### src/rtl/core/srcmp_pkg.sv
// Shared types, register indexes and helper functions of the compensation core.
`default_nettype none
package srcmp_pkg;

	// configuration register indexes
	localparam logic [2:0] REG_TEMP    = 3'd0;
	localparam logic [2:0] REG_PRESS_L = 3'd1;
	localparam logic [2:0] REG_PRESS_H = 3'd2;
	localparam logic [2:0] REG_PRESS_9 = 3'd3;
	localparam logic [2:0] REG_HUMID_L = 3'd4;
	localparam logic [2:0] REG_HUMID_H = 3'd5;

	// humidity clamp: raw limit and the same value after the final shift
	localparam logic [31:0] HUM_MAX_RAW = 32'd419430400;
	localparam logic [16:0] HUM_MAX_OUT = 17'd102400;

	// decoded calibration coefficients
	typedef struct packed {
		logic [15:0] t1;
		logic [15:0] t2;
		logic [15:0] t3;
		logic [15:0] p1;
		logic [15:0] p2;
		logic [15:0] p3;
		logic [15:0] p4;
		logic [15:0] p5;
		logic [15:0] p6;
		logic [15:0] p7;
		logic [15:0] p8;
		logic [15:0] p9;
		logic [7:0]  h1;
		logic [15:0] h2;
		logic [7:0]  h3;
		logic [15:0] h4;
		logic [15:0] h5;
		logic [7:0]  h6;
	} coeff_t;

	// work handed from the front to the back
	typedef struct packed {
		logic [31:0] temp;
		logic [63:0] num;
		logic [63:0] div;
		logic [16:0] hum;
	} mid_item_t;

	typedef enum logic [4:0] {
		FE_IDLE, FE_T1, FE_T2, FE_T3, FE_PAA, FE_PB6, FE_PA5, FE_PA3, FE_PA2, FE_PA1,
		FE_PN, FE_H5, FE_H6, FE_H3, FE_HTU, FE_H2, FE_HXY, FE_HQQ, FE_H1, FE_PUSH
	} fe_state_t;

	typedef enum logic [2:0] {
		BE_IDLE, BE_DIV, BE_M9S, BE_MSS, BE_M8, BE_OUT
	} be_state_t;

	typedef enum logic [1:0] {
		DV_IDLE, DV_RUN, DV_DONE
	} dv_state_t;

	function automatic logic [31:0] asr32(input logic [31:0] x, input int unsigned n);
		return $signed(x) >>> n;
	endfunction

	function automatic logic [63:0] asr64(input logic [63:0] x, input int unsigned n);
		return $signed(x) >>> n;
	endfunction

	function automatic logic [63:0] sx16_64(input logic [15:0] v);
		return {{48{v[15]}}, v};
	endfunction

	function automatic logic [63:0] sx8_64(input logic [7:0] v);
		return {{56{v[7]}}, v};
	endfunction

endpackage
`default_nettype wire

### src/rtl/core/srcmp_queue.sv
// Two-entry queue between the front and the back.
`default_nettype none
module srcmp_queue
	import srcmp_pkg::*;
(
	input  wire logic      clk,
	input  wire logic      arst_n,
	input  wire logic      push,
	input  wire mid_item_t din,
	output logic           full,
	input  wire logic      pop,
	output mid_item_t      dout,
	output logic           empty
);

	mid_item_t  mem [2];
	logic       wr_q, rd_q;
	logic [1:0] cnt_q;

	assign full  = (cnt_q == 2'd2);
	assign empty = (cnt_q == 2'd0);
	assign dout  = mem[rd_q];

	always_ff @(posedge clk or negedge arst_n) begin
		if (!arst_n) begin
			wr_q  <= 1'b0;
			rd_q  <= 1'b0;
			cnt_q <= 2'd0;
		end else begin
			if (push) wr_q <= ~wr_q;
			if (pop) rd_q <= ~rd_q;
			if (push && !pop) cnt_q <= cnt_q + 2'd1;
			else if (pop && !push) cnt_q <= cnt_q - 2'd1;
		end
	end

	always_ff @(posedge clk) begin
		if (push) mem[wr_q] <= din;
	end

endmodule
`default_nettype wire

### config.mk
export PLATFORM = sky130hd
export DESIGN_NAME = srcmp_queue
export DESIGN_NICKNAME = d
export VERILOG_FILES = /design/src/rtl/core/srcmp_pkg.sv /design/src/rtl/core/srcmp_queue.sv
export SDC_FILE = /design/constraint.sdc
export NUM_CORES = 1
export LEC_CHECK = 0
export BUFFER_PORTS_ARGS = -buffer_cell sky130_fd_sc_hd__buf_2
export CAP_MARGIN = 20
export CORE_MARGIN = 3
export CORE_UTILIZATION = 40
export CTS_CLUSTER_SIZE = 25
export DETAILED_ROUTE_END_ITERATION = 16
export MAX_ROUTING_LAYER = met4
export PLACE_DENSITY = 0.65
export SLEW_MARGIN = 10
export SYNTH_ARGS = -nofsm -noshare
export SYNTH_HDL_FRONTEND = slang
export SYNTH_SLANG_ARGS = --single-unit
### constraint.sdc
create_clock -name clk -period 13.7 [get_ports clk]
set_input_delay 3.425 -clock clk [delete_from_list [all_inputs] [get_ports clk]]
set_output_delay 3.425 -clock clk [all_outputs]
set_load 0.02 [all_outputs]
# [After elaboration in Yosys (flattened, before gate mapping)]
# Memories as Yosys holds them, arrays and structs flattened.
# Index checks and enable logic that the tools add are counted.
[word_totals] ff_bits=4 ram_bits=354 input_bits=181 out_inout_bits=179 wordCells=19 memories=1
[op_classes] n_addsub=2 eq_ne=1 n_mux=4 n_bitwise=2 n_reduce_logical=6
[memory_table] memory="mem" words=2 width=177 read_ports=1 rd_clocked_by_memory_dff=0 wr=1 line="srcmp_queue.sv:16" source="mid_item_t mem [2];"
[ops] cell="$mux W2" n=2
[ops] cell="$add A2 B1 Y2 const B" n=1
[ops] cell="$eq A2 B2 Y1 const B" n=1
[ops] cell="$logic_and A1 B1 Y1" n=2
[ops] cell="$logic_not A1 Y1" n=2
[ops] cell="$logic_not A2 Y1" n=1
[ops] cell="$mux W1" n=2
[ops] cell="$not A1 Y1" n=2
[ops] cell="$reduce_bool A2 Y1" n=1
[ops] cell="$sub A2 B1 Y2 const B" n=1

# [Logic depth before layout (Yosys ltp)]
# Gate-level depths: netlist of run 1.
[depth] word_depth=4 depth_mapped=5 depth_no_buf=5

# [Least setup slack after synthesis of run 1]
# OpenSTA, ideal clock, no wires.
[synth_timing] kind="input-to-reg" start="input push" end="memory mem[0][0] (netlist name), enable pin" setup_ns=0.738 arrival_time_ns=11.066 required_ns=12.962 slack_ns=1.896 stages=1 n_path_buf=0 cell_sequence="nor2b_1"
[synth_between] elab_chain_cells=2
[synth_rtl] element="start, declared" line="srcmp_queue.sv:8" source="input wire logic push,"
[synth_rtl] element="$mux W1" line="srcmp_queue.sv:38" source="if (push) mem[wr_q] <= din;"
[synth_rtl] element="$mux W1 (not written as such)" line="srcmp_queue.sv:38"
[synth_rtl] element="end, declared" line="srcmp_queue.sv:16"
# No other way between the ends.

==> results of run 1 <==
## logic make-up after synthesis
| group | synth area share |
|---|---|
| fa+ha+maj | 0.000935 |
| mux | 0.177 |
| flops | 0.802 |
| buf+inv | 0.0148 |
| simple gates | 0.00196 |
| xor+xnor | 0.00327 |
## cells in the mapped netlist
cell,n,share of area
xor2_1,4,0.0026
ha_1,1,0.00093
dfrtp_1,4,0.0075
buf_2,5,0.0019
xnor2_1,1,0.00065
mux2_2,76,0.064
nor2_1,2,0.00056
buf_6,15,0.013
and2_1,1,0.00047
inv_1,1,0.00028
edfxtp_1,354,0.79
nor2b_1,2,0.00093
mux2_4,101,0.11
## worst paths after layout
check                                  endpoint  slack [ns]  depth (start not counted)
max in group asynchronous      rd_q$_DFFE_PN0P_       10.85                          1
min in group asynchronous      wr_q$_DFFE_PN0P_        2.71                          1
hold reg to reg            cnt_q[1]$_DFFE_PN0P_        0.49                          1
hold / removal             cnt_q[1]$_DFFE_PN0P_        0.49                          1
setup reg to reg           mem[1][77]$_DFFE_PP_       10.54                          3
setup / recovery                      dout[148]        7.25                          3
## state kept, by name (all words and copies together), names as in the netlist
signal,cells
mem,354
cnt_q,2
rd_q,1
wr_q,1
## per-layer routing
metal,vias to the layer above,share of wire
met1,3229,0.39
li1,3044,-
met5,-,0
met3,50,0.092
met2,280,0.49
met4,0,0.022
## power groups by stage
stage | Sequential (mW) | Clock [mW] | Combinational [mW]
after floorplan | 1.56 | 0 | 0.905
after global placement | 1.56 | 0 | 1.20
after detailed placement | 1.57 | 0 | 1.20
after CTS | 1.55 | 0.952 | 1.20
after global routing | 1.57 | 0.997 | 1.26
final | 1.54 | 0.922 | 1.18
## cells in the final DEF (no fill, tap or decap)
master      count
mux2_2         76
clkinvlp_4      1
inv_1           1
bufinv_16       1
and2_4          1
diode_2         9
buf_4           2
buf_2         359
buf_12          2
clkbuf_1       11
nor2_1          2
clkinv_2        4
dfrtp_1         3
clkbuf_16      39
nor2b_1         1
edfxtp_1      354
ha_1            1
inv_6           2
nor2b_4         1
clkinv_1        6
dfrtp_4         1
mux2_4        101
xor2_1          4
xnor2_1         1
## stage by stage
step           instance area, um^2  setup slack, ns  cells  hold slack, ns
2_1_floorplan                13400             1.90    567           0.455
3_3_place_gp                 15600             7.33   1352           0.479
3_5_place_dp                 15600             7.35   1352           0.486
4_1_cts                      16700             7.26   1416           0.498
5_1_grt                      16700             7.08   1424           0.518
6_report                     16700             7.25   1425           0.493
## worst register-to-register path: stages (launching register included)
cell	delay, ns
dfrtp_1	0.42
and2_4	0.61
buf_4	0.74
buf_4	0.97
## layout make-up
type	instances	area, um^2
Antenna cell	9	22.5
Clock buffer	50	1020
Clock inverter	14	97.6
Fill cell	2723	16000
Inverter	1	3.75
Multi-Input combinational cell	188	2460
Sequential cell	358	10700
Tap cell	442	553
Timing Repair Buffer	363	1850
==> results.sh, run 1 <==
export IMPL_max_cap_violations=0
export IMPL_top_usage_layer="met2"
export IMPL_holdCritPathClass="register to register"
export IMPL_drt_wl_total_um=26100
export IMPL_gr_total_overflow=0
export IMPL_cp_max_fo=117
export IMPL_grt_pass1_wl_um=39100
export IMPL_rsz0062_at_grt="no"
export IMPL_status="finished clean"
export IMPL_ioPinCount=360
export IMPL_min_period_over_period=0.471
export IMPL_ys_seq_elements=358
export IMPL_cts_tree="done"
export IMPL_antenna_found_initial=8
export IMPL_clkLatencyLatePin_ns=0.51
export IMPL_avgRoutedWirePerCell_um=18.3
export IMPL_end_kind="output port"
export IMPL_cts_max_path_buffers=3
export IMPL_initial_core_util=0.408
export IMPL_hpwl_um=16900
export IMPL_rows=66
export IMPL_areaGrowthSynthToFinish_pct=25.1
export IMPL_path_cells="buf_12 > mux2_2 > buf_2"
export IMPL_drt_initial_drc_count=419
export IMPL_worst_setup_path_type="register to output port"
export IMPL_use_met3=0.0513
export IMPL_drive_above_1_share=0.606
export IMPL_grt_use_met1=0.172
export IMPL_p_switching_mw=1.14
export IMPL_cts_buffers=38
export IMPL_grt_pass1_vias=6925
export IMPL_vias_per_cell=4.63
export IMPL_fin_util=0.511
export IMPL_postRouteAntennaNets=0
export IMPL_cts_hold_buf=0
export IMPL_syn_area_per_cell_um2=23.6
export IMPL_switching_share=0.314
export IMPL_cts_clk_slew_worst_paths_ns=0.06
export IMPL_leakage_nw=6.53
export IMPL_nets=1132
export IMPL_drt_pre_antenna_iters=4
export IMPL_p_per_area_mw_per_mm2=218
export IMPL_cts_resized=0
export IMPL_cts_setup_buffers=0
export IMPL_crit_arrival_ns=3.03
export IMPL_vdd_drop_max_v=0.000165
export IMPL_route_vias_total=6603
export IMPL_io_buffers=359
export IMPL_clkSinkCount=358
export IMPL_die_area_mm2=0.0357
export IMPL_fmax_mhz=155
export IMPL_hold_violations=0
export IMPL_use_met2=0.233
export IMPL_max_slew_worst_pin_slew_ns=1.04
export IMPL_crit_start="rd_q$_DFFE_PN0P_"
export IMPL_h_tree_depth=2
export IMPL_clkPwrFrac=0.253
export IMPL_track_usage=0.146
export IMPL_min_period_ns=6.45
export IMPL_gp_congestion=0.724
export IMPL_rr_startpoint="wr_q$_DFFE_PN0P_"
export IMPL_power_internal_mw=2.50
export IMPL_cp_top_family="flip-flops"
export IMPL_drt_drc_violations_left=0
export IMPL_total_power_mw=3.65
export IMPL_grt_max_degree=178
export IMPL_syn_area_mm2=0.0134
export IMPL_design_core_area_mm2=0.0328
export IMPL_min_from="cnt_q[1]$_DFFE_PN0P_"
export IMPL_slowest_stage="dfrtp_4"
export IMPL_skew_ns=0.00700
export IMPL_synthCells=567
export IMPL_start_kind="register"
export IMPL_yosys_warnings=0
export IMPL_critPathMaxStageDelay_ns=1.01
export IMPL_slew_violations=0
export IMPL_syn_nets=749
export IMPL_root_buffer="clkbuf_16"
export IMPL_critical_path_required_ns=10.27
export IMPL_ys_seq_area_frac=0.802
export IMPL_seq_power_share=0.423
export IMPL_setup_viol=0
export IMPL_die_w_um=189
export IMPL_worst_path_buf_inv=2
export IMPL_comb_power_share=0.325
export IMPL_yosysUniqueCellTypes=13
export IMPL_slew_headroom=0.309
export IMPL_setup_total_negative_slack_ns=0
export IMPL_die_h_um=189
No activity file was read; power rests on OpenSTA's default activity.
==> run 2, diff against run 1 <==
Settings changed: ABC_AREA set to 1, PLACE_DENSITY 0.65 to 0.67.
Clock period 13.7 ns to 5.68 ns, I/O delays scaled along.
==> run 2 against run 1 <==
Core utilization up 0.58 points. Non-clock buffer count up 2. Power up 150%. Critical path depth unchanged. Via count up 0.83%. Wire length up 0.82%. Critical path type unchanged.
==> results.sh, run 2 <==
export IMPL_status="finished clean"
export IMPL_leakage_nw=6.65
export IMPL_synth_edf_count=354
export IMPL_reg2reg_depth=3
export IMPL_p_per_area_mw_per_mm2=533
export IMPL_hold_path_depth=2
export IMPL_gr_total_overflow=0
export IMPL_syn_area_mm2=0.0134
export IMPL_cts_resized=0
export IMPL_rows=66
export IMPL_antenna_found_initial=7
export IMPL_hold_violations=0
export IMPL_reg_top3="mem x354, cnt_q x2"
export IMPL_end_kind="output port"
export IMPL_final_cell_mix="359 x buf_2, 354 x edfxtp_1, 101 x mux2_4"
export IMPL_min_from="cnt_q[1]$_DFFE_PN0P_"
export IMPL_worstReg2RegEnd="mem[1][24]$_DFFE_PP_"
export IMPL_slew_headroom=0.309
export IMPL_worst_setup_path_type="register to output port"
export IMPL_nets=1143
export IMPL_cts_setup_buffers=0
export IMPL_drt_initial_drc_count=315
export IMPL_root_buffer="clkbuf_16"
export IMPL_rsz0062_at_grt="no"
export IMPL_grt_pass1_wl_um=39500
export IMPL_cts_buffers=38
export IMPL_post_synth_top_count_cell="edfxtp_1"
export IMPL_fmax_mhz=262
export IMPL_cts_max_path_buffers=3
export IMPL_async_reset_ff_frac=0.0112
export IMPL_final_common_cell="buf_2"
export IMPL_ys_seq_elements=358
export IMPL_multi_input_area_mm2=0.00246
export IMPL_skew_ns=0.00932
export IMPL_dpl_cell_area_mm2=0.0157
export IMPL_dp_slack_ns=2.39
export IMPL_largest_reg_flops=354
export IMPL_critPathMaxStageDelay_ns=0.74
export IMPL_stdcell_area_mm2=0.0169
export IMPL_path_cells="buf_12 > mux2_2 > buf_2"
export IMPL_yosys_most_used_dff="edfxtp_1"
export IMPL_initial_core_util=0.409
export IMPL_holdWs_ns=0.500
export IMPL_yosysUniqueCellTypes=14
export IMPL_holdCritPathClass="register to register"
export IMPL_total_power_mw=9.02
export IMPL_critical_path_required_ns=4.26
export IMPL_die_w_um=189
export IMPL_io_buffers=359
export IMPL_synth_top_cell_area_share=0.793
export IMPL_start_kind="register"
export IMPL_vias_per_cell=4.64
export IMPL_slowest_stage="dfrtp_4"
export IMPL_syn_nets=758
export IMPL_reg2reg_slack_ns=3.52
export IMPL_avgRoutedWirePerCell_um=18.3
export IMPL_n_fill_cell=2706
export IMPL_seqCellArea_mm2=0.0107
export IMPL_cts_hold_buf=0
export IMPL_worst_slack_ns=1.87
export IMPL_ioPinCount=360
export IMPL_max_cap_violations=0
export IMPL_die_h_um=189
export IMPL_rr_startpoint="wr_q$_DFFE_PN0P_"
export IMPL_drive_above_1_share=0.607
export IMPL_min_period_over_period=0.671
export IMPL_gp_congestion=0.739
export IMPL_max_slew_worst_pin_slew_ns=1.04
export IMPL_route_vias_total=6658
export IMPL_h_tree_depth=2
export IMPL_track_usage=0.145
export IMPL_drt_wl_total_um=26300
export IMPL_grt_pass1_vias=7068
export IMPL_die_area_mm2=0.0357
export IMPL_clkLatencyLatePin_ns=0.51
export IMPL_cp_max_fo=70
export IMPL_top_register="mem"
export IMPL_vdd_drop_max_v=0.000411
export IMPL_areaGrowthSynthToFinish_pct=26.4
export IMPL_clkSinkCount=358
export IMPL_hpwl_um=17000
export IMPL_drt_pre_antenna_iters=4
export IMPL_postRouteAntennaNets=0
export IMPL_drt_drc_violations_left=0
export IMPL_cts_tree="done"
export IMPL_min_period_ns=3.81
export IMPL_synthCells=576
export IMPL_yosysTopAreaCell="edfxtp_1"
export IMPL_slew_violations=0
export IMPL_grt_max_degree=178
export IMPL_yosys_warnings=0
export IMPL_design_core_area_mm2=0.0328
export IMPL_cts_clk_slew_worst_paths_ns=0.06
export IMPL_setup_viol=0
export IMPL_synth_area_top_cells="edfxtp_1 79%, mux2_4 11%, mux2_2 6.4%, buf_6 1.3%, dfrtp_1 0.75%"
export IMPL_syn_area_per_cell_um2=23.3
export IMPL_synth_top_cells_by_count="354 x edfxtp_1, 101 x mux2_4, 76 x mux2_2, 15 x buf_6, 7 x inv_1"
export IMPL_ys_seq_area_frac=0.801
export IMPL_worstHoldEndpoint="cnt_q[1]$_DFFE_PN0P_"
export IMPL_crit_arrival_ns=2.39
export IMPL_setup_total_negative_slack_ns=0
run 2: changes by cell type after synthesis, sizes merged:
cell / change
nand4: +1
nor2b: -2
inv: +6
xor2: -2
nand3: +1
nand2: +5
and2: -1
nor2: +1
run 2: how the worst max path moves through the flow:
stage | from | endpoint
after floorplan | push | mem[1][0]$_DFFE_PP_
after global placement | push | mem[1][27]$_DFFE_PP_
after detailed placement | push | mem[1][24]$_DFFE_PP_
after CTS | rd_q$_DFFE_PN0P_ | dout[9]
after global routing | rd_q$_DFFE_PN0P_ | dout[9]
final | rd_q$_DFFE_PN0P_ | dout[9]
run 2: where the power goes:
group | switching (mW) | internal, mW | leakage, nW
Clock | 0.954 | 1.49 | 0.615
Combinational | 1.68 | 1.22 | 2.66
Sequential | 0.163 | 3.51 | 3.37
run 2: worst max-delay path: cells and delay by family (launching register included):
kind                   cells  cell delay, ns
buffers and inverters      2            0.56
DFF                        1            0.74
muxes                      1            0.40
run 2: final cells by class:
cell class              count  area share
well taps                 442      0.0327
flip-flops and latches    358       0.634
repair buffers            365       0.112
clock inverters            19      0.0117
multi-input cells         191       0.145
inverters                   7     0.00185
clock buffers              47      0.0619
diodes                      7     0.00103
run 2: layer usage:
layer,global-route usage,up-vias,share of wire
met3,0.0504,59,0.091
met5,-,-,0
met4,0.0450,0,0.026
li1,-,3073,-
met2,0.232,275,0.48
met1,0.174,3251,0.40
run 2: logic make-up (layout without fill, tap and decap cells):
logic type / Yosys count / count (layout) / synth area share
buffers and inverters: 27 / 438 / 0.0164
flip-flops: 358 / 358 / 0.801
XOR/XNOR: 3 / 3 / 0.00196
multiplexers: 177 / 177 / 0.177
AND/OR/NAND/NOR: 10 / 10 / 0.00308
adder cells (fa/ha/maj): 1 / 1 / 0.000933
other: 0 / 7 / 0
run 2: per-stage QoR:
step / cells / utilization
after CTS: 1429 / 0.516
after global routing: 1436 / 0.517
after floorplan: 576 / -
after detailed placement: 1363 / 0.478
final: 1436 / 0.517
after global placement: 1363 / 0.478
