[src/rtl/core/srcmp_pkg.sv]
// Shared types, register indexes and helper functions of the compensation core.
`default_nettype none
package srcmp_pkg;

	// configuration register indexes
	localparam logic [2:0] REG_TEMP    = 3'd0;
	localparam logic [2:0] REG_PRESS_L = 3'd1;
	localparam logic [2:0] REG_PRESS_H = 3'd2;
	localparam logic [2:0] REG_PRESS_9 = 3'd3;
	localparam logic [2:0] REG_HUMID_L = 3'd4;
	localparam logic [2:0] REG_HUMID_H = 3'd5;

	// humidity clamp: raw limit and the same value after the final shift
	localparam logic [31:0] HUM_MAX_RAW = 32'd419430400;
	localparam logic [16:0] HUM_MAX_OUT = 17'd102400;

	// decoded calibration coefficients
	typedef struct packed {
		logic [15:0] t1;
		logic [15:0] t2;
		logic [15:0] t3;
		logic [15:0] p1;
		logic [15:0] p2;
		logic [15:0] p3;
		logic [15:0] p4;
		logic [15:0] p5;
		logic [15:0] p6;
		logic [15:0] p7;
		logic [15:0] p8;
		logic [15:0] p9;
		logic [7:0]  h1;
		logic [15:0] h2;
		logic [7:0]  h3;
		logic [15:0] h4;
		logic [15:0] h5;
		logic [7:0]  h6;
	} coeff_t;

	// work handed from the front to the back
	typedef struct packed {
		logic [31:0] temp;
		logic [63:0] num;
		logic [63:0] div;
		logic [16:0] hum;
	} mid_item_t;

	typedef enum logic [4:0] {
		FE_IDLE, FE_T1, FE_T2, FE_T3, FE_PAA, FE_PB6, FE_PA5, FE_PA3, FE_PA2, FE_PA1,
		FE_PN, FE_H5, FE_H6, FE_H3, FE_HTU, FE_H2, FE_HXY, FE_HQQ, FE_H1, FE_PUSH
	} fe_state_t;

	typedef enum logic [2:0] {
		BE_IDLE, BE_DIV, BE_M9S, BE_MSS, BE_M8, BE_OUT
	} be_state_t;

	typedef enum logic [1:0] {
		DV_IDLE, DV_RUN, DV_DONE
	} dv_state_t;

	function automatic logic [31:0] asr32(input logic [31:0] x, input int unsigned n);
		return $signed(x) >>> n;
	endfunction

	function automatic logic [63:0] asr64(input logic [63:0] x, input int unsigned n);
		return $signed(x) >>> n;
	endfunction

	function automatic logic [63:0] sx16_64(input logic [15:0] v);
		return {{48{v[15]}}, v};
	endfunction

	function automatic logic [63:0] sx8_64(input logic [7:0] v);
		return {{56{v[7]}}, v};
	endfunction

endpackage
`default_nettype wire

[src/rtl/core/srcmp_mul64.sv]
// Shared multiplier: low 64 bits of a 64x64 product from three 32x32 partial products.
`default_nettype none
module srcmp_mul64
	import srcmp_pkg::*;
(
	input  wire logic        clk,
	input  wire logic        arst_n,
	input  wire logic        start,
	input  wire logic [63:0] a,
	input  wire logic [63:0] b,
	output logic             done,
	output logic [63:0]      p
);

	logic [63:0] a_q, b_q, acc_q;
	logic [1:0]  cnt_q;
	logic        busy_q, done_q;
	logic [31:0] x, y;
	logic [63:0] prod;

	// one partial product per cycle
	assign x    = (cnt_q == 2'd2) ? a_q[63:32] : a_q[31:0];
	assign y    = (cnt_q == 2'd1) ? b_q[63:32] : b_q[31:0];
	assign prod = x * y;

	always_ff @(posedge clk or negedge arst_n) begin
		if (!arst_n) begin
			busy_q <= 1'b0;
			done_q <= 1'b0;
			cnt_q  <= 2'd0;
		end else begin
			done_q <= 1'b0;
			if (start) begin
				busy_q <= 1'b1;
				cnt_q  <= 2'd0;
			end else if (busy_q) begin
				cnt_q <= cnt_q + 2'd1;
				if (cnt_q == 2'd2) begin
					busy_q <= 1'b0;
					done_q <= 1'b1;
				end
			end
		end
	end

	// operands and accumulator
	always_ff @(posedge clk) begin
		if (start) begin
			a_q <= a;
			b_q <= b;
		end else if (busy_q) begin
			if (cnt_q == 2'd0) acc_q <= prod;
			else acc_q <= acc_q + {prod[31:0], 32'd0};
		end
	end

	assign done = done_q;
	assign p    = acc_q;

endmodule
`default_nettype wire

[src/rtl/core/srcmp_div64.sv]
// Signed 64-bit divider, restoring radix 2, one quotient bit per cycle.
`default_nettype none
module srcmp_div64
	import srcmp_pkg::*;
(
	input  wire logic        clk,
	input  wire logic        arst_n,
	input  wire logic        start,
	input  wire logic [63:0] n,
	input  wire logic [63:0] d,
	output logic             done,
	output logic [63:0]      q
);

	dv_state_t   state_q, state_d;
	logic [5:0]  cnt_q;
	logic [63:0] rem_q, quo_q, md_q;
	logic        neg_q;
	logic [64:0] rem_sh, diff;

	assign rem_sh = {rem_q, quo_q[63]};
	assign diff   = rem_sh - {1'b0, md_q};

	always_ff @(posedge clk or negedge arst_n) begin
		if (!arst_n) state_q <= DV_IDLE;
		else state_q <= state_d;
	end

	always_comb begin
		state_d = state_q;
		done    = 1'b0;
		unique case (state_q)
			DV_IDLE: if (start) state_d = DV_RUN;
			DV_RUN:  if (cnt_q == 6'd63) state_d = DV_DONE;
			DV_DONE: begin
				done    = 1'b1;
				state_d = DV_IDLE;
			end
			default: state_d = DV_IDLE;
		endcase
	end

	// magnitudes in, shift-subtract loop
	always_ff @(posedge clk) begin
		if (state_q == DV_IDLE && start) begin
			quo_q <= n[63] ? (64'd0 - n) : n;
			md_q  <= d[63] ? (64'd0 - d) : d;
			neg_q <= n[63] ^ d[63];
			rem_q <= 64'd0;
			cnt_q <= 6'd0;
		end else if (state_q == DV_RUN) begin
			cnt_q <= cnt_q + 6'd1;
			quo_q <= {quo_q[62:0], ~diff[64]};
			rem_q <= diff[64] ? rem_sh[63:0] : diff[63:0];
		end
	end

	assign q = neg_q ? (64'd0 - quo_q) : quo_q;

endmodule
`default_nettype wire

[src/rtl/core/srcmp_back.sv]
// Back: pressure division and final pressure terms, result register.
`default_nettype none
module srcmp_back
	import srcmp_pkg::*;
(
	input  wire logic      clk,
	input  wire logic      arst_n,
	input  wire coeff_t    cf,
	input  wire mid_item_t q_item,
	input  wire logic      q_empty,
	output logic           q_pop,
	output logic           empty,
	input  wire logic      pop,
	output logic [31:0]    temperature_centi,
	output logic [31:0]    pressure_q24_8,
	output logic           pressure_invalid,
	output logic [16:0]    humidity_q22_10
);

	be_state_t   state_q, state_d;
	logic        issued_q;
	logic        mul_start, mul_done, div_start, div_done;
	logic [63:0] mul_a, mul_b, mul_p, div_q;
	logic        res_v_q, load;

	logic [31:0] temp_q;
	logic [16:0] hum_q;
	logic [63:0] num_q, den_q, bp_q, bm_q, ba_q, bsum_q;
	logic        inv_q;
	logic [63:0] bs;
	logic [31:0] press;

	srcmp_mul64 u_mul (
		.clk    (clk),
		.arst_n (arst_n),
		.start  (mul_start),
		.a      (mul_a),
		.b      (mul_b),
		.done   (mul_done),
		.p      (mul_p)
	);

	srcmp_div64 u_div (
		.clk    (clk),
		.arst_n (arst_n),
		.start  (div_start),
		.n      (num_q),
		.d      (den_q),
		.done   (div_done),
		.q      (div_q)
	);

	assign bs    = asr64(bp_q, 13);
	assign press = inv_q ? 32'd0 : bsum_q[39:8] + {{12{cf.p7[15]}}, cf.p7, 4'd0};

	always_ff @(posedge clk or negedge arst_n) begin
		if (!arst_n) begin
			state_q  <= BE_IDLE;
			issued_q <= 1'b0;
			res_v_q  <= 1'b0;
		end else begin
			state_q <= state_d;
			if (mul_done || div_done) issued_q <= 1'b0;
			else if (mul_start || div_start) issued_q <= 1'b1;
			if (load) res_v_q <= 1'b1;
			else if (pop) res_v_q <= 1'b0;
		end
	end

	always_comb begin
		state_d = state_q;
		mul_a   = 64'd0;
		mul_b   = 64'd0;
		q_pop   = 1'b0;
		load    = 1'b0;
		unique case (state_q)
			BE_IDLE: if (!q_empty) begin
				q_pop   = 1'b1;
				state_d = (q_item.div == 64'd0) ? BE_OUT : BE_DIV;
			end
			BE_DIV: if (div_done) state_d = BE_M9S;
			BE_M9S: begin
				mul_a = sx16_64(cf.p9);
				mul_b = bs;
				if (mul_done) state_d = BE_MSS;
			end
			BE_MSS: begin
				mul_a = bm_q;
				mul_b = bs;
				if (mul_done) state_d = BE_M8;
			end
			BE_M8: begin
				mul_a = sx16_64(cf.p8);
				mul_b = bp_q;
				if (mul_done) state_d = BE_OUT;
			end
			BE_OUT: if (!res_v_q || pop) begin
				load    = 1'b1;
				state_d = BE_IDLE;
			end
			default: state_d = BE_IDLE;
		endcase
		div_start = (state_q == BE_DIV) && !issued_q;
		mul_start = (state_q == BE_M9S || state_q == BE_MSS || state_q == BE_M8) && !issued_q;
	end

	always_ff @(posedge clk) begin
		if (q_pop) begin
			temp_q <= q_item.temp;
			hum_q  <= q_item.hum;
			num_q  <= q_item.num;
			den_q  <= q_item.div;
			inv_q  <= (q_item.div == 64'd0);
		end
		if (div_done) bp_q <= div_q;
		if (mul_done) begin
			unique case (state_q)
				BE_M9S: bm_q   <= mul_p;
				BE_MSS: ba_q   <= asr64(mul_p, 25);
				BE_M8:  bsum_q <= bp_q + ba_q + asr64(mul_p, 19);
				default: ;
			endcase
		end
		if (load) begin
			temperature_centi <= temp_q;
			pressure_q24_8    <= press;
			pressure_invalid  <= inv_q;
			humidity_q22_10   <= hum_q;
		end
	end

	assign empty = !res_v_q;

endmodule
`default_nettype wire
[config.mk]
export PLATFORM = sky130hd
export DESIGN_NAME = srcmp_back
export DESIGN_NICKNAME = d
export VERILOG_FILES = /design/src/rtl/core/srcmp_pkg.sv /design/src/rtl/core/srcmp_mul64.sv /design/src/rtl/core/srcmp_div64.sv /design/src/rtl/core/srcmp_back.sv
export SDC_FILE = /design/constraint.sdc
export NUM_CORES = 2
export LEC_CHECK = 0
export BUFFER_PORTS_ARGS = -buffer_cell sky130_fd_sc_hd__buf_2
export CAP_MARGIN = 20
export CORE_ASPECT_RATIO = 1.2
export CORE_UTILIZATION = 40
export DETAILED_ROUTE_END_ITERATION = 16
export PLACE_DENSITY = 0.54
export RECOVER_POWER = 100
export SLEW_MARGIN = 25
export SYNTH_ARGS = -nofsm -noshare
export SYNTH_HDL_FRONTEND = slang
export SYNTH_SLANG_ARGS = --single-unit
[constraint.sdc]
create_clock -name clk -period 42.3 [get_ports clk]
set_input_delay 6.345 -clock clk [delete_from_list [all_inputs] [get_ports clk]]
set_output_delay 6.345 -clock clk [all_outputs]
set_load 0.02 [all_outputs]
Word level (Yosys, flattened, before mapping)
Index checks and enable logic that the tools add are counted.
{"block": "classes", "addsub": 10, "multipliers": 1, "eq_ne": 18, "n_mux": 39, "bitwise_logic": 3, "reduce_logical": 25}
{"operator": "2-to-1 mux 64 bit", "count": 6}
{"operator": "one-hot mux 64 bit (3 select lines)", "count": 1}
{"operator": "subtractor 1 x 64 -> 64 bit, first input constant", "count": 3}
{"operator": "one-hot mux 64 bit (2 select lines)", "count": 1}
{"operator": "adder 40 bit", "count": 2}
{"operator": "subtractor 65 x 64 -> 65 bit", "count": 1}
{"operator": "adder 64 bit", "count": 1}
{"operator": "logical NOT 64 bit", "count": 1}
{"operator": "multiplier 32 x 32 -> 64 bit", "count": 1}
{"operator": "2-to-1 mux 32 bit", "count": 2}
{"operator": "2-to-1 mux 63 bit", "count": 1}
{"operator": "adder 32 bit", "count": 1}
{"operator": "2-to-1 mux 3 bit", "count": 7}
{"operator": "one-hot mux 3 bit (6 select lines)", "count": 1}
{"operator": "2-to-1 mux 1 bit", "count": 15}
{"operator": "AND reduction 2 bit", "count": 5}
{"operator": "2-to-1 mux 2 bit", "count": 4}
{"operator": "inequality test 2 x 1 -> 1 bit, second input constant", "count": 4}
{"operator": "inequality test 2 bit, second input constant", "count": 4}
{"operator": "nonzero test 2 bit", "count": 4}
{"operator": "adder 6 x 1 -> 6 bit, second input constant", "count": 1}
{"operator": "== test 3 x 2 -> 1 bit, second input constant", "count": 2}
{"operator": "== test 3 bit, second input constant", "count": 2}
{"operator": "== test 6 bit, second input constant", "count": 1}
{"operator": "14 further kinds", "count": 25}
{"block": "word_totals", "register_bits": 869, "input_bits": 445}

Longest topological paths before layout
{"block": "logic_depth", "ltp_word": 7, "ltp_mapped": 42}

By module
A second synthesis with hierarchy kept.
{"block": "hier_totals", "cells_unflattened": 7361, "area_unflattened_um2": 76129.3}
{"mod": "srcmp_mul64", "n_inst": 1, "cells_per_inst": 4299, "area_each_um2": 41168.2, "seq_area_each_um2": 5865.6}
{"mod": "srcmp_back", "n_inst": 1, "cells_per_inst": 1241, "area_each_um2": 19691.4, "seq_area_each_um2": 13908.3}
{"mod": "srcmp_div64", "n_inst": 1, "cells_per_inst": 1821, "area_each_um2": 15269.6, "seq_area_each_um2": 5325.1}

Least setup slack after synthesis
No wires, ideal clock.
{"block": "synth_path", "path_type": "in2out", "start": "input q_empty", "end": "output q_pop", "arrival_ps": 23583, "required_time_ps": 35955, "path_slack_ps": 12372, "cell_stages": 1, "cell_sequence": "nor4_1"}
{"block": "synth_via", "elab_chain_cells": 2}
{"element": "start: declaration", "line": "srcmp_back.sv:10", "text": "input wire logic q_empty,"}
{"element": "2-to-1 mux 1 bit", "line": "srcmp_back.sv:77", "text": "BE_IDLE: if (!q_empty) begin"}
{"element": "2-to-1 mux 1 bit", "line": "srcmp_back.sv:76", "text": "unique case (state_q)"}
{"element": "end: declaration", "line": "srcmp_back.sv:11", "text": "output logic q_pop,"}
Every way passes these cells.

Final worst setup path
Ends and elaborated chain as after synthesis.

==> impl_results.md <==
- Die Y: 478 um
- Register-to-Register Path Depth: 35
- Ys flop type: edfxtp_1
- Post_cts resized: 0
- Num rows: 174
- Unique masters post-synth: 79
- WL/cell: 21.7 um
- R2r setup slk: 28.01 ns
- Core Footprint: 187000 sq um
- Most frequent cells in the layout: 1048 x inv_1, 987 x nand2_1, 937 x fa_1
- Failing checks: max-capacitance violations, max-slew violations
- Worst Setup End Kind: output port
- IO Pins: roughly 530
- Initial antenna violation count: 7
- Area grow syn2layout: 9.09%
- Clock tree buffer depth: 3
- GP Congestion: 0.919
- Worst setup SP type: input port
- Via-per-instance ratio: 5.31
- Post-synth EDFFs: 780
- Most common cell after layout, fill and taps aside: inv_1
- Asr flop ratio synth: 1.28%
- CP required: 35.95 ns
- Top post-synthesis cells by area: edfxtp_1 31%, fa_1 25%, ha_1 7.2%, inv_1 5.2%, nand2_1 4.9%
- Result of the run: finished, violations left
- Min Hold Slack: a little over 0.4 ns
- # port buffers: ~310
- Final Instance Area: 82400 sq um
- DRT iter0 DRCs: 3460
- Most Crowded Layer GR: met2
- Worst-Margin Slew: 4.15 ns
- Arrival time worst endpoint: 9.20 ns
- Leading area contributor after synthesis: edfxtp_1
- Antenna-violating nets left: 0
- Hold path endpoint: temperature_centi[13]
- Setup Viol. Count Final: 0
- Met2 usage: 41.0%
- Fill cells: 17900
- Num Clock Sinks: roughly 860
- Pin count of the biggest net entering global routing: 80
- Die span in x: about 400 um
- HP Class: reg -> reg
- Hold Path Origin: temp_q[13]
- Synthesized area per cell: 10.3 sq um
- Layout cells sized above 1: 6.82%
- Hold_buf cts: 0
- Met3 Use GR: 2.94%
- WS Path Type: in -> out
- Unrepaired setup endpoints after global routing: no
- Clock transition at the registers of the reported paths: 0.06 ns
- Tot GR Track Use: ~23%
- Syn nets: 9126
- CTS tree: built
- Syn Inst Count: 7312
- Aggregate global routing overflow: 0
- Worst skew pair latency: 0.70 ns
- Fin nets: about 9300
- Die area: 191000 sq um
- Final Skew: 0.0540 ns
- Worst hold path stage count: 0
- Detailed Route WL: 217 mm
- Seq/Total Area, Yosys: around 33%
- Mapped Area: around 76000 sq um
- Placed insts: 9841
- CTS root buffer: clkbuf_16
- Share of the synthesized area in the top cell type: 31.0%
- Reg2reg end: u_mul.p[60]
- First-pass GRT wire length: 335 mm
- TritonCTS buffer count: 85
- Post-DP HPWL: ~170 mm
- Number of synthesis warnings: 0
- H-tree Lvls: 3
- DR vias: 53100
- Fmax: 64.3 MHz
- Pre-antenna DRT Iters: 5
- Synth Register Bits: 861
- Post-CTS Setup Bufs: 0
- Final hold vios: 0
- Setup TNS: 0 ns
- Dpl cell area: 79900 sq um
- Max cap viols: 29
- Worst r2r src: u_mul.cnt_q[0]
- Worst slew margin: -177%
- Remaining DRCs: 0
- Met1 usage: 28.8%
- Max-slew violation count: 1458
- Final period util: a little under two fifths
- Starting Density: 40.3%
- CP max FO: 49
- Minimum clock period: 15.55 ns
- Finished Layout Cells: 10000
- Vias in the first global route: 55900
[Yosys cell counts, drive strengths merged, types with 16 or more instances]
cell type / number
a211oi: 17
a21o: 166
a21oi: 269
a22o: 52
a31oi: 27
and2: 64
and3: 17
buf: 23
clkbuf: 313
dfxtp: 70
edfxtp: 780
fa: 937
ha: 432
inv: 1052
mux2: 67
mux2i: 95
nand2: 987
nand2b: 38
nand3: 45
nand4: 58
nor2: 551
nor2b: 45
nor3: 55
nor4: 30
o211ai: 16
o21a: 17
o21ai: 319
o21bai: 45
o31ai: 72
o41ai: 31
or2: 27
or3: 41
or4: 35
xnor2: 252
xor2: 135
[flip-flops by register name, summed over array words and instances (netlist names), 2 cells and up]
signal / count
bm_q: 64
u_mul.b_q: 64
pressure_q24_8: 32
hum_q: 17
bsum_q: 32
u_mul.a_q: 64
u_mul.cnt_q: 2
u_div.quo_q: 64
ba_q: 39
u_div.rem_q: 64
u_mul.p: 64
temp_q: 32
u_div.cnt_q: 6
den_q: 64
num_q: 64
u_div.md_q: 64
u_div.state_q: 2
bp_q: 64
humidity_q22_10: 17
state_q: 3
temperature_centi: 32
[metal layers]
layer / part of all wire [%] / wire length, um
met5: 0.012 / 26
met4: 3.5 / 7670
met3: 5.1 / 11100
met2: 51 / 110000
met1: 41 / 88200
[worst max-delay path: stages]
cell and delay, ns:
clkbuf_1 0.11, nor4_1 0.20, clkbuf_1 1.85, clkbuf_1 0.61
[worst max path at each step]
stage	depth (start not counted)	startpoint	to
2_1_floorplan	1	q_empty	q_pop
3_3_place_gp	4	q_empty	q_pop
3_5_place_dp	4	q_empty	q_pop
4_1_cts	4	q_empty	q_pop
5_1_grt	4	q_empty	q_pop
6_report	4	q_empty	q_pop
[per-stage QoR]
step / setup WS (ns) / util (%)
6_report: 26.75 / 44.0
5_1_grt: 26.39 / 44.0
4_1_cts: 28.25 / 44.2
3_5_place_dp: 28.26 / 42.6
3_3_place_gp: 28.28 / 42.6
2_1_floorplan: 12.37 / -
[layout make-up]
type / instances / area [sq um] / share of cell area (%)
flip-flops and latches: 861 / 25100 / 30.4
well taps: 2464 / 3080 / 3.74
multi-input cells: 5063 / 45400 / 55.1
clock inverters: 52 / 723 / 0.877
clock buffers: 104 / 2230 / 2.70
repair buffers: 402 / 1960 / 2.37
inverters: 1052 / 3950 / 4.79
diodes: 4 / 10.0 / 0.0121
[cells by family (layout without fill, tap and decap cells)]
family                     Yosys count  count (layout)  synth area share (%)
xor gates and xnor gates           387             387                  4.48
AOI/OAI and AO/OA                 1118            1118                  9.41
DFF                                861             861                  33.2
muxes                              163             163                  2.29
and+or+nand+nor                   2026            2026                  11.7
other                                0               4                     0
adders and majority gates         1369            1369                  32.0
buffers and inverters             1388            1610                  6.90
Power is left out: the tool's default activity adds up to more than one toggle a clock period on the data nets, which glitch-free logic cannot reach.
