**src/rtl/core/srcmp_pkg.sv**
```systemverilog
// Shared types, register indexes and helper functions of the compensation core.
`default_nettype none
package srcmp_pkg;

	// configuration register indexes
	localparam logic [2:0] REG_TEMP    = 3'd0;
	localparam logic [2:0] REG_PRESS_L = 3'd1;
	localparam logic [2:0] REG_PRESS_H = 3'd2;
	localparam logic [2:0] REG_PRESS_9 = 3'd3;
	localparam logic [2:0] REG_HUMID_L = 3'd4;
	localparam logic [2:0] REG_HUMID_H = 3'd5;

	// humidity clamp: raw limit and the same value after the final shift
	localparam logic [31:0] HUM_MAX_RAW = 32'd419430400;
	localparam logic [16:0] HUM_MAX_OUT = 17'd102400;

	// decoded calibration coefficients
	typedef struct packed {
		logic [15:0] t1;
		logic [15:0] t2;
		logic [15:0] t3;
		logic [15:0] p1;
		logic [15:0] p2;
		logic [15:0] p3;
		logic [15:0] p4;
		logic [15:0] p5;
		logic [15:0] p6;
		logic [15:0] p7;
		logic [15:0] p8;
		logic [15:0] p9;
		logic [7:0]  h1;
		logic [15:0] h2;
		logic [7:0]  h3;
		logic [15:0] h4;
		logic [15:0] h5;
		logic [7:0]  h6;
	} coeff_t;

	// work handed from the front to the back
	typedef struct packed {
		logic [31:0] temp;
		logic [63:0] num;
		logic [63:0] div;
		logic [16:0] hum;
	} mid_item_t;

	typedef enum logic [4:0] {
		FE_IDLE, FE_T1, FE_T2, FE_T3, FE_PAA, FE_PB6, FE_PA5, FE_PA3, FE_PA2, FE_PA1,
		FE_PN, FE_H5, FE_H6, FE_H3, FE_HTU, FE_H2, FE_HXY, FE_HQQ, FE_H1, FE_PUSH
	} fe_state_t;

	typedef enum logic [2:0] {
		BE_IDLE, BE_DIV, BE_M9S, BE_MSS, BE_M8, BE_OUT
	} be_state_t;

	typedef enum logic [1:0] {
		DV_IDLE, DV_RUN, DV_DONE
	} dv_state_t;

	function automatic logic [31:0] asr32(input logic [31:0] x, input int unsigned n);
		return $signed(x) >>> n;
	endfunction

	function automatic logic [63:0] asr64(input logic [63:0] x, input int unsigned n);
		return $signed(x) >>> n;
	endfunction

	function automatic logic [63:0] sx16_64(input logic [15:0] v);
		return {{48{v[15]}}, v};
	endfunction

	function automatic logic [63:0] sx8_64(input logic [7:0] v);
		return {{56{v[7]}}, v};
	endfunction

endpackage
`default_nettype wire

```
**src/rtl/core/srcmp_mul64.sv**
```systemverilog
// Shared multiplier: low 64 bits of a 64x64 product from three 32x32 partial products.
`default_nettype none
module srcmp_mul64
	import srcmp_pkg::*;
(
	input  wire logic        clk,
	input  wire logic        arst_n,
	input  wire logic        start,
	input  wire logic [63:0] a,
	input  wire logic [63:0] b,
	output logic             done,
	output logic [63:0]      p
);

	logic [63:0] a_q, b_q, acc_q;
	logic [1:0]  cnt_q;
	logic        busy_q, done_q;
	logic [31:0] x, y;
	logic [63:0] prod;

	// one partial product per cycle
	assign x    = (cnt_q == 2'd2) ? a_q[63:32] : a_q[31:0];
	assign y    = (cnt_q == 2'd1) ? b_q[63:32] : b_q[31:0];
	assign prod = x * y;

	always_ff @(posedge clk or negedge arst_n) begin
		if (!arst_n) begin
			busy_q <= 1'b0;
			done_q <= 1'b0;
			cnt_q  <= 2'd0;
		end else begin
			done_q <= 1'b0;
			if (start) begin
				busy_q <= 1'b1;
				cnt_q  <= 2'd0;
			end else if (busy_q) begin
				cnt_q <= cnt_q + 2'd1;
				if (cnt_q == 2'd2) begin
					busy_q <= 1'b0;
					done_q <= 1'b1;
				end
			end
		end
	end

	// operands and accumulator
	always_ff @(posedge clk) begin
		if (start) begin
			a_q <= a;
			b_q <= b;
		end else if (busy_q) begin
			if (cnt_q == 2'd0) acc_q <= prod;
			else acc_q <= acc_q + {prod[31:0], 32'd0};
		end
	end

	assign done = done_q;
	assign p    = acc_q;

endmodule
`default_nettype wire

```
**src/rtl/core/srcmp_front.sv**
```systemverilog
// Front: takes raw samples, computes temperature, humidity and the pressure division operands.
`default_nettype none
module srcmp_front
	import srcmp_pkg::*;
(
	input  wire logic        clk,
	input  wire logic        arst_n,
	input  wire coeff_t      cf,
	input  wire logic        push,
	output logic             full,
	input  wire logic [19:0] adc_temp,
	input  wire logic [19:0] adc_press,
	input  wire logic [15:0] adc_humid,
	output logic             q_push,
	input  wire logic        q_full,
	output mid_item_t        q_item
);

	// holding register for the next sample
	logic        hold_v_q;
	logic [19:0] hold_t_q, hold_p_q;
	logic [15:0] hold_h_q;

	fe_state_t   state_q, state_d;
	logic        issued_q, take;
	logic        mul_start, mul_done;
	logic [63:0] mul_a, mul_b, mul_p;
	logic [31:0] r32;

	logic [19:0] adc_t_q, adc_p_q;
	logic [15:0] adc_h_q;
	logic [31:0] v1_q, dd_q, tfine_q;
	logic [63:0] aa_q, pb_q, px_q, pdiv_q, pnum_q;
	logic [31:0] hx_q, ht_q, hu_q, hy_q, hv_q;

	logic [63:0] a0, pnum_base;
	logic [31:0] dt1, dt2, vh, hq, tf5;

	assign full = hold_v_q;

	always_ff @(posedge clk or negedge arst_n) begin
		if (!arst_n) hold_v_q <= 1'b0;
		else if (push && !hold_v_q) hold_v_q <= 1'b1;
		else if (take) hold_v_q <= 1'b0;
	end

	always_ff @(posedge clk) begin
		if (push && !hold_v_q) begin
			hold_t_q <= adc_temp;
			hold_p_q <= adc_press;
			hold_h_q <= adc_humid;
		end
	end

	srcmp_mul64 u_mul (
		.clk    (clk),
		.arst_n (arst_n),
		.start  (mul_start),
		.a      (mul_a),
		.b      (mul_b),
		.done   (mul_done),
		.p      (mul_p)
	);

	assign r32 = mul_p[31:0];

	// working terms
	assign dt1       = {15'd0, adc_t_q[19:3]} - {15'd0, cf.t1, 1'b0};
	assign dt2       = {16'd0, adc_t_q[19:4]} - {16'd0, cf.t1};
	assign a0        = {{32{tfine_q[31]}}, tfine_q} - 64'd128000;
	assign pnum_base = ((64'd1048576 - {44'd0, adc_p_q}) << 31) - pb_q;
	assign vh        = tfine_q - 32'd76800;
	assign hq        = asr32(hv_q, 15);
	assign tf5       = tfine_q + {tfine_q[29:0], 2'b00} + 32'd128;

	always_ff @(posedge clk or negedge arst_n) begin
		if (!arst_n) begin
			state_q  <= FE_IDLE;
			issued_q <= 1'b0;
		end else begin
			state_q <= state_d;
			if (mul_done) issued_q <= 1'b0;
			else if (mul_start) issued_q <= 1'b1;
		end
	end

	// step sequencer: operand select per step
	always_comb begin
		state_d = state_q;
		mul_a   = 64'd0;
		mul_b   = 64'd0;
		take    = 1'b0;
		q_push  = 1'b0;
		unique case (state_q)
			FE_IDLE: if (hold_v_q) begin
				take    = 1'b1;
				state_d = FE_T1;
			end
			FE_T1: begin
				mul_a = {32'd0, dt1};
				mul_b = sx16_64(cf.t2);
				if (mul_done) state_d = FE_T2;
			end
			FE_T2: begin
				mul_a = {32'd0, dt2};
				mul_b = {32'd0, dt2};
				if (mul_done) state_d = FE_T3;
			end
			FE_T3: begin
				mul_a = {32'd0, dd_q};
				mul_b = sx16_64(cf.t3);
				if (mul_done) state_d = FE_PAA;
			end
			FE_PAA: begin
				mul_a = a0;
				mul_b = a0;
				if (mul_done) state_d = FE_PB6;
			end
			FE_PB6: begin
				mul_a = aa_q;
				mul_b = sx16_64(cf.p6);
				if (mul_done) state_d = FE_PA5;
			end
			FE_PA5: begin
				mul_a = a0;
				mul_b = sx16_64(cf.p5);
				if (mul_done) state_d = FE_PA3;
			end
			FE_PA3: begin
				mul_a = aa_q;
				mul_b = sx16_64(cf.p3);
				if (mul_done) state_d = FE_PA2;
			end
			FE_PA2: begin
				mul_a = a0;
				mul_b = sx16_64(cf.p2);
				if (mul_done) state_d = FE_PA1;
			end
			FE_PA1: begin
				mul_a = 64'h0000_8000_0000_0000 + px_q;
				mul_b = {48'd0, cf.p1};
				if (mul_done) state_d = FE_PN;
			end
			FE_PN: begin
				mul_a = pnum_base;
				mul_b = 64'd3125;
				if (mul_done) state_d = FE_H5;
			end
			FE_H5: begin
				mul_a = {32'd0, vh};
				mul_b = sx16_64(cf.h5);
				if (mul_done) state_d = FE_H6;
			end
			FE_H6: begin
				mul_a = {32'd0, vh};
				mul_b = sx8_64(cf.h6);
				if (mul_done) state_d = FE_H3;
			end
			FE_H3: begin
				mul_a = {32'd0, vh};
				mul_b = {56'd0, cf.h3};
				if (mul_done) state_d = FE_HTU;
			end
			FE_HTU: begin
				mul_a = {32'd0, ht_q};
				mul_b = {32'd0, hu_q};
				if (mul_done) state_d = FE_H2;
			end
			FE_H2: begin
				mul_a = {32'd0, hy_q};
				mul_b = sx16_64(cf.h2);
				if (mul_done) state_d = FE_HXY;
			end
			FE_HXY: begin
				mul_a = {32'd0, hx_q};
				mul_b = {32'd0, hy_q};
				if (mul_done) state_d = FE_HQQ;
			end
			FE_HQQ: begin
				mul_a = {32'd0, hq};
				mul_b = {32'd0, hq};
				if (mul_done) state_d = FE_H1;
			end
			FE_H1: begin
				mul_a = {32'd0, ht_q};
				mul_b = {56'd0, cf.h1};
				if (mul_done) state_d = FE_PUSH;
			end
			FE_PUSH: if (!q_full) begin
				q_push  = 1'b1;
				state_d = FE_IDLE;
			end
			default: state_d = FE_IDLE;
		endcase
		mul_start = (state_q != FE_IDLE) && (state_q != FE_PUSH) && !issued_q;
	end

	// results of each step
	always_ff @(posedge clk) begin
		if (take) begin
			adc_t_q <= hold_t_q;
			adc_p_q <= hold_p_q;
			adc_h_q <= hold_h_q;
		end
		if (mul_done) begin
			unique case (state_q)
				FE_T1:  v1_q    <= asr32(r32, 11);
				FE_T2:  dd_q    <= asr32(r32, 12);
				FE_T3:  tfine_q <= v1_q + asr32(r32, 14);
				FE_PAA: aa_q    <= mul_p;
				FE_PB6: pb_q    <= mul_p;
				FE_PA5: pb_q    <= pb_q + (mul_p << 17) + (sx16_64(cf.p4) << 35);
				FE_PA3: px_q    <= asr64(mul_p, 8);
				FE_PA2: px_q    <= px_q + (mul_p << 12);
				FE_PA1: pdiv_q  <= asr64(mul_p, 33);
				FE_PN:  pnum_q  <= mul_p;
				FE_H5:  hx_q    <= asr32({2'b00, adc_h_q, 14'd0} - {cf.h4[11:0], 20'd0}
					- r32 + 32'd16384, 15);
				FE_H6:  ht_q    <= asr32(r32, 10);
				FE_H3:  hu_q    <= asr32(r32, 11) + 32'd32768;
				FE_HTU: hy_q    <= asr32(r32, 10) + 32'd2097152;
				FE_H2:  hy_q    <= asr32(r32 + 32'd8192, 14);
				FE_HXY: hv_q    <= r32;
				FE_HQQ: ht_q    <= asr32(r32, 7);
				FE_H1:  hv_q    <= hv_q - asr32(r32, 4);
				default: ;
			endcase
		end
	end

	// finished terms, humidity clamped to 0..100 percent
	always_comb begin
		q_item.temp = asr32(tf5, 8);
		q_item.num  = pnum_q;
		q_item.div  = pdiv_q;
		if (hv_q[31]) q_item.hum = 17'd0;
		else if (hv_q > HUM_MAX_RAW) q_item.hum = HUM_MAX_OUT;
		else q_item.hum = hv_q[28:12];
	end

endmodule
`default_nettype wire

```
**config.mk**
```make
export PLATFORM = sky130hd
export DESIGN_NAME = srcmp_front
export DESIGN_NICKNAME = d
export VERILOG_FILES = /design/src/rtl/core/srcmp_pkg.sv /design/src/rtl/core/srcmp_mul64.sv /design/src/rtl/core/srcmp_front.sv
export SDC_FILE = /design/constraint.sdc
export NUM_CORES = 2
export LEC_CHECK = 0
export BUFFER_PORTS_ARGS = -buffer_cell sky130_fd_sc_hd__buf_2
export CORE_ASPECT_RATIO = 1.2
export CORE_MARGIN = 3
export CORE_UTILIZATION = 35
export CTS_BUF_LIST = sky130_fd_sc_hd__clkbuf_8
export CTS_CLUSTER_DIAMETER = 40
export CTS_CLUSTER_SIZE = 28
export DETAILED_ROUTE_END_ITERATION = 12
export GPL_TIMING_DRIVEN = 0
export PLACE_DENSITY = 0.52
export REMOVE_ABC_BUFFERS = 1
export SLEW_MARGIN = 5
export SYNTH_ARGS = -nofsm -noshare
export SYNTH_HDL_FRONTEND = slang
export SYNTH_SLANG_ARGS = --single-unit
```
**constraint.sdc**
```tcl
create_clock -name clk -period 13.2 [get_ports clk]
set_input_delay 0.66 -clock clk [delete_from_list [all_inputs] [get_ports clk]]
set_output_delay 0.66 -clock clk [all_outputs]
set_load 0.03 [all_outputs]
```
; ---- Word-level counts from Yosys, hierarchy flattened
; Cells that the tools add are included.
[word_totals]
ff_bits = 810
latchBits = 0
ramBits = 0
romBits = 0
input_bits = 324
out_inout_bits = 179
wordCells = 179
mem_count = 0
[classes]
add_sub_neg = 22
mul = 1
div_mod_pow = 0
magnitude_cmp = 1
eq_ne = 42
shifts = 0
mux = 49
bitwise_logic = 1
reduce_logical = 35
[op_table]
columns = cell, n
row1 = $pmux W64 S18, 1
row2 = $pmux W64 S12, 1
row3 = $add A64 B64 Y64, 4
row4 = $pmux W64 S2, 2
row5 = $pmux W32 S2, 3
row6 = $mux W5, 20
row7 = $pmux W5 S20, 1
row8 = $add A48 B64 Y64 const A, 1
row9 = $mul A32 B32 Y64, 1
row10 = $mux W32, 2
row11 = $mux W64, 1
row12 = $sub A32 B32 Y32, 2
row13 = $sub A64 B64 Y64, 1
row14 = $eq A5 B4 Y1 const B, 8
row15 = $ne A2 B1 Y1 const B, 18
row16 = $mux W17, 2
row17 = $add A32 B14 Y32 const B, 1
row18 = $add A32 B15 Y32 const B, 1
row19 = $add A32 B8 Y32 const B, 1
row20 = $gt A32 B29 Y1 const B, 1
row21 = $sub A30 B32 Y32, 1
row22 = $sub A32 B17 Y32 const B, 1
row23 = $reduce_and A2 Y1, 14
row24 = $add A22 B24 Y25, 1
row25 = 28 further kinds, 62

; ---- Depth between registers and ports, before layout
[logic_depth]
word_depth = 5
mapped_depth = 42
ltp_nobuf = 39

; ---- Modules after synthesis
; Synthesis repeated with hierarchy kept, for this count alone.
[unflattened]
cells_unflattened = 8079
hier_area_um2 = 79910.4
[modules_own_cells]
columns = module, instances, cells_per_inst, area_each_um2, seq_area_each_um2
row1 = srcmp_mul64, 1, 4290, 41048.1, 5865.6
row2 = srcmp_front, 1, 3789, 38862.3, 17441.7

; ---- Least setup slack after synthesis
; OpenSTA, ideal clock, no wires.
[synth_path]
path_kind = reg-to-reg
start = register u_mul.cnt_q[0]
end = register u_mul.acc_q[60] (netlist: u_mul.p[60]), data pin
t_arrival_ns = 9.254
setup_slack_ns = 3.686
stages_incl_launch_ff = 35
cell_sequence = dfrtp_1 -> inv_1 -> ha_1 -> clkbuf_1 -> buf_1 -> buf_1 -> mux2i_1 -> nor2_1 -> fa_1 -> inv_1 -> fa_1 -> fa_1 -> fa_1 -> inv_1 -> fa_1 -> fa_1 -> fa_1 -> fa_1 -> ha_1 -> clkbuf_1 -> a2111oi_0 -> o221ai_1 -> nand2_1 -> nand3_1 -> xor2_1 -> ha_1 -> nor2b_1 -> o21ai_0 -> nand2b_1 -> a21o_1 -> a21oi_1 -> o21ai_0 -> a31oi_1 -> xnor2_1 -> mux2_2
[synth_between]
elab_chain_len = 5
word_cells_on_any_way = 8
classes_between = add/sub: 1 / mul: 1 / eq/ne: 2 / mux: 3 / reduce/logical: 1
[synth_lines]
columns = item, line
row1 = "start, declared", srcmp_mul64.sv:16  ; logic [1:0] cnt_q;
row2 = "start signal, assigned", srcmp_mul64.sv:37  ; cnt_q <= cnt_q + 2'd1;
row3 = $eq A2 B2 Y1 / $eq A2 B1 Y1 (equally long branches), "srcmp_mul64.sv:22, srcmp_mul64.sv:23"
row4 = $mux W32 (on tied branches), "srcmp_mul64.sv:22, srcmp_mul64.sv:23"
row5 = $mul A32 B32 Y64, srcmp_mul64.sv:24  ; assign prod = x * y;
row6 = $add A64 B64 Y64, srcmp_mul64.sv:53  ; else acc_q <= acc_q + {prod[31:0], 32'd0};
row7 = $mux W64 *, srcmp_mul64.sv:52  ; if (cnt_q == 2'd0) acc_q <= prod;
row8 = "end signal, assigned", srcmp_mul64.sv:52
row9 = "end signal, assigned", srcmp_mul64.sv:53
row10 = "end, declared", srcmp_mul64.sv:15  ; logic [63:0] a_q, b_q, acc_q;
; Every way passes the cells marked *; elsewhere a longest branch is shown, timed or not.
; A chain may end at the register's enable or synchronous reset.

; ---- Final worst setup path
[layout_path]
start = register u_mul.cnt_q[1]
end = register u_mul.acc_q[63] (netlist: u_mul.p[63]), data pin
; Same word-level chain as after synthesis.

==> impl_metrics.py <==
metrics = {
    "run_status": {
        "status": "finished, final reports clean",
    },
    "cts": {
        "root_buffer": "clkbuf_8",
        "cts_tree": "done",
        "h-tree-depth": 3,
        "post_cts_resized": 0,
        "numCtsBuffers": 90,
        "cts_buffer_depth": 3,
        "postCtsSetupBuffers": 0,
        "clkTransAtPathRegs_ns": 0.11,
        "clk_latency_ns": 0.85,
        "cts.sinks": 738,
    },
    "die": {
        "rows": 186,
        "core_area_sq_um": 215000,
        "die-area_sq_um": 222000,
        "initial_core_util_pct": 35.3,
        "die_h_um": 516,
        "ios": 503,
        "die_x_um": 431,
    },
    "routing": {
        "first_pass_iters": 8,
        "drt-initial-drc-count": 5955,
        "drc": 0,
        "route.antenna.remaining_nets": 0,
        "routed_wl_mm": 284,
        "post_drt_via_cell_ratio": 5.50,
        "avgRoutedWirePerCell_um": 26.0,
        "via_count": 60100,
    },
    "cells_and_area": {
        "final_common_cell": "inv_1",
        "layout.cells.non_filler": 10900,
        "multi_input_area_sq_um": 48800,
        "register_area_sq_um": 22100,
        "synthToLayoutAreaGrowth_pct": 12.6,
        "layout_common_cells": "inv_1, fa_1, nand2_1",
        "drive_gt1_share_pct": 11.0,
        "fill_cells": 21200,
        "layout.nets": 9820,
    },
    "setup_path": {
        "worstSetupPathType": "flop to flop",
        "critPathCaptureType": "flop",
        "cp_max_fo": 44,
        "critPathBufInv": 7,
        "crit_top_cell": "fa_1",
        "required_ns": 13.78,
        "cp_slowest_stage_delay_ns": 0.93,
        "cpMaxStageDelayCell": "a21oi_2",
        "cp_top_family": "adder cells",
        "crit_arrival_ns": 12.05,
        "start_kind": "flop",
    },
    "grt": {
        "grt_pass1_vias": 62100,
        "grt_busiest_layer": "met2",
        "met2_usage_pct": 42.3,
        "grt_overflow": 0,
        "grt_use_total_pct": 25.3,
        "grt_max_degree": 91,
        "antenna_found_initial": 25,
        "use_met3_pct": 3.51,
        "grtUsageMet1_pct": 31.6,
        "grt_pass1_wl_mm": 414,
    },
    "logic_synthesis": {
        "synth-async-reset-ratio_pct": 1.49,
        "synth_top_area_share_pct": 28.8,
        "synth.avg_cell_area_sq_um": 9.88,
        "ys.flop_type": "edfxtp_1",
        "ys_warn_count": 0,
        "ys_ff_latch": 738,
        "synth_area_leaders": "edfxtp_1, fa_1, ha_1, inv_1, nand2_1",
        "syn_area_sq_um": 75800,
        "synth_cell_types": 84,
        "synthCells": 7669,
        "ys_seq_area_share_pct": 29.2,
        "synth_edf_count": 727,
        "synth_area_leader_cell": "edfxtp_1",
    },
    "hold_path": {
        "hold_path_class": "input port to asynchronous set/reset pin",
    },
    "sta": {
        "fin_skew_ns": 0.0881,
        "maxSlewHeadroom_pct": 2.46,
        "rsz0062_at_grt": "false",
        "min_period_ns": 11.47,
        "tightest_slew_ns": 1.46,
        "hold_violations": 0,
        "finalMaxSlewViolations": 0,
        "setup_violations": 0,
        "finalWorstSetupSlack_ns": 1.73,
        "period_share_pct": 86.9,
        "max_freq_ghz": 0.0872,
    },
    "flow_run": {
        "cap_violations": 0,
    },
    "placed_design": {
        "portBuffers": 447,
        "dp_hpwl_mm": 228,
        "dp_slack_ns": 1.92,
        "place_inst": 10700,
        "gp_congestion": 0.956,
    },
}
[path summary, 6_finish.rpt]
path / start / slack [ns] / cells past startpoint / to
worst max register to register: u_mul.cnt_q[1] / 1.73 / 34 / u_mul.p[63]
worst max-delay path: u_mul.cnt_q[1] / 1.73 / 34 / u_mul.p[63]
worst min register to register: hold_p_q[14] / 0.42 / 0 / adc_p_q[14]
max in group asynchronous: arst_n / 12.64 / 2 / state_q[2]
worst min-delay path: arst_n / 0.25 / 2 / full
min in group clk: hold_p_q[14] / 0.42 / 0 / adc_p_q[14]
[flip-flops by register name, summed over array words and instances, names as in the netlist, 2 cells and up]
register	flops
ht_q	25
hold_h_q	16
pb_q	64
hold_t_q	17
state_q	5
u_mul.p	64
adc_p_q	20
hy_q	23
adc_h_q	16
px_q	64
pnum_q	64
hu_q	22
u_mul.b_q	24
v1_q	21
pdiv_q	31
aa_q	64
adc_t_q	17
hold_p_q	20
u_mul.cnt_q	2
tfine_q	22
u_mul.a_q	64
dd_q	20
hx_q	17
hv_q	32
[kinds of logic after synthesis]
family / after synthesis / share of synthesized area (%)
fa+ha+maj: 1473 / 33.0
compound gates: 1513 / 13.0
mux: 77 / 1.08
simple gates: 2077 / 12.1
flops: 738 / 29.2
xor+xnor: 390 / 4.52
buf+inv: 1401 / 7.14
[cell usage after synthesis, types with 59 or more instances]
cell type,n
and2_1,75
a21oi_1,373
o21ai_0,388
xor2_1,135
nor2_1,631
clkbuf_1,282
nand3_1,108
a21o_1,190
edfxtp_1,727
a221oi_1,70
ha_1,592
xnor2_1,254
nand2_1,849
nor3_1,90
fa_1,881
a22oi_1,59
inv_1,1046
nand4_1,70
[repair_timing]
item,CTS,global route
hold endpoints to repair,65,0
setup endpoints to repair,0,0
hold buffers,55,0
[metal layers]
| metal | vias up | share of wire (%) | wire length, um |
|---|---|---|---|
| met5 | - | 0.030 | 86 |
| met4 | 12 | 6.2 | 17500 |
| met3 | 609 | 6.5 | 18400 |
| met2 | 2506 | 47 | 134000 |
| met1 | 30300 | 40 | 114000 |
| li1 | 26700 | - | - |
[stage by stage]
step | hold WS [ns] | util, % | setup TNS, ns | area (sq um)
after global routing | 0.228 | 39.7 | 0 | 85300
after floorplan | 0.364 | - | 0 | 74300
after detailed placement | 0.405 | 38.4 | 0 | 82600
final | 0.253 | 39.7 | 0 | 85300
after global placement | 0.402 | 37.3 | -17.39 | 80100
after CTS | 0.187 | 39.7 | 0 | 85300
[worst reg2reg max path: cells and delay by family (launching register included)]
kind,cells,cell delay (ns)
adders and majority gates,11,5.19
buffers and inverters,7,1.26
xor gates and xnor gates,2,0.71
DFF,1,0.44
and+or+nand+nor,7,0.93
AOI/OAI and AO/OA,7,2.72
[cell type report]
class	instances	share of cell area, %
Multi-Input combinational cell	5530	57.2
Clock inverter	76	1.08
Clock buffer	92	1.48
Inverter	1048	4.61
Tap cell	2820	4.13
Sequential cell	738	25.9
Antenna cell	8	0.0235
Timing Repair Buffer	615	5.59
Power is left out: the tool's default activity adds up to more than one toggle a clock period on the data nets, which glitch-free logic cannot reach.
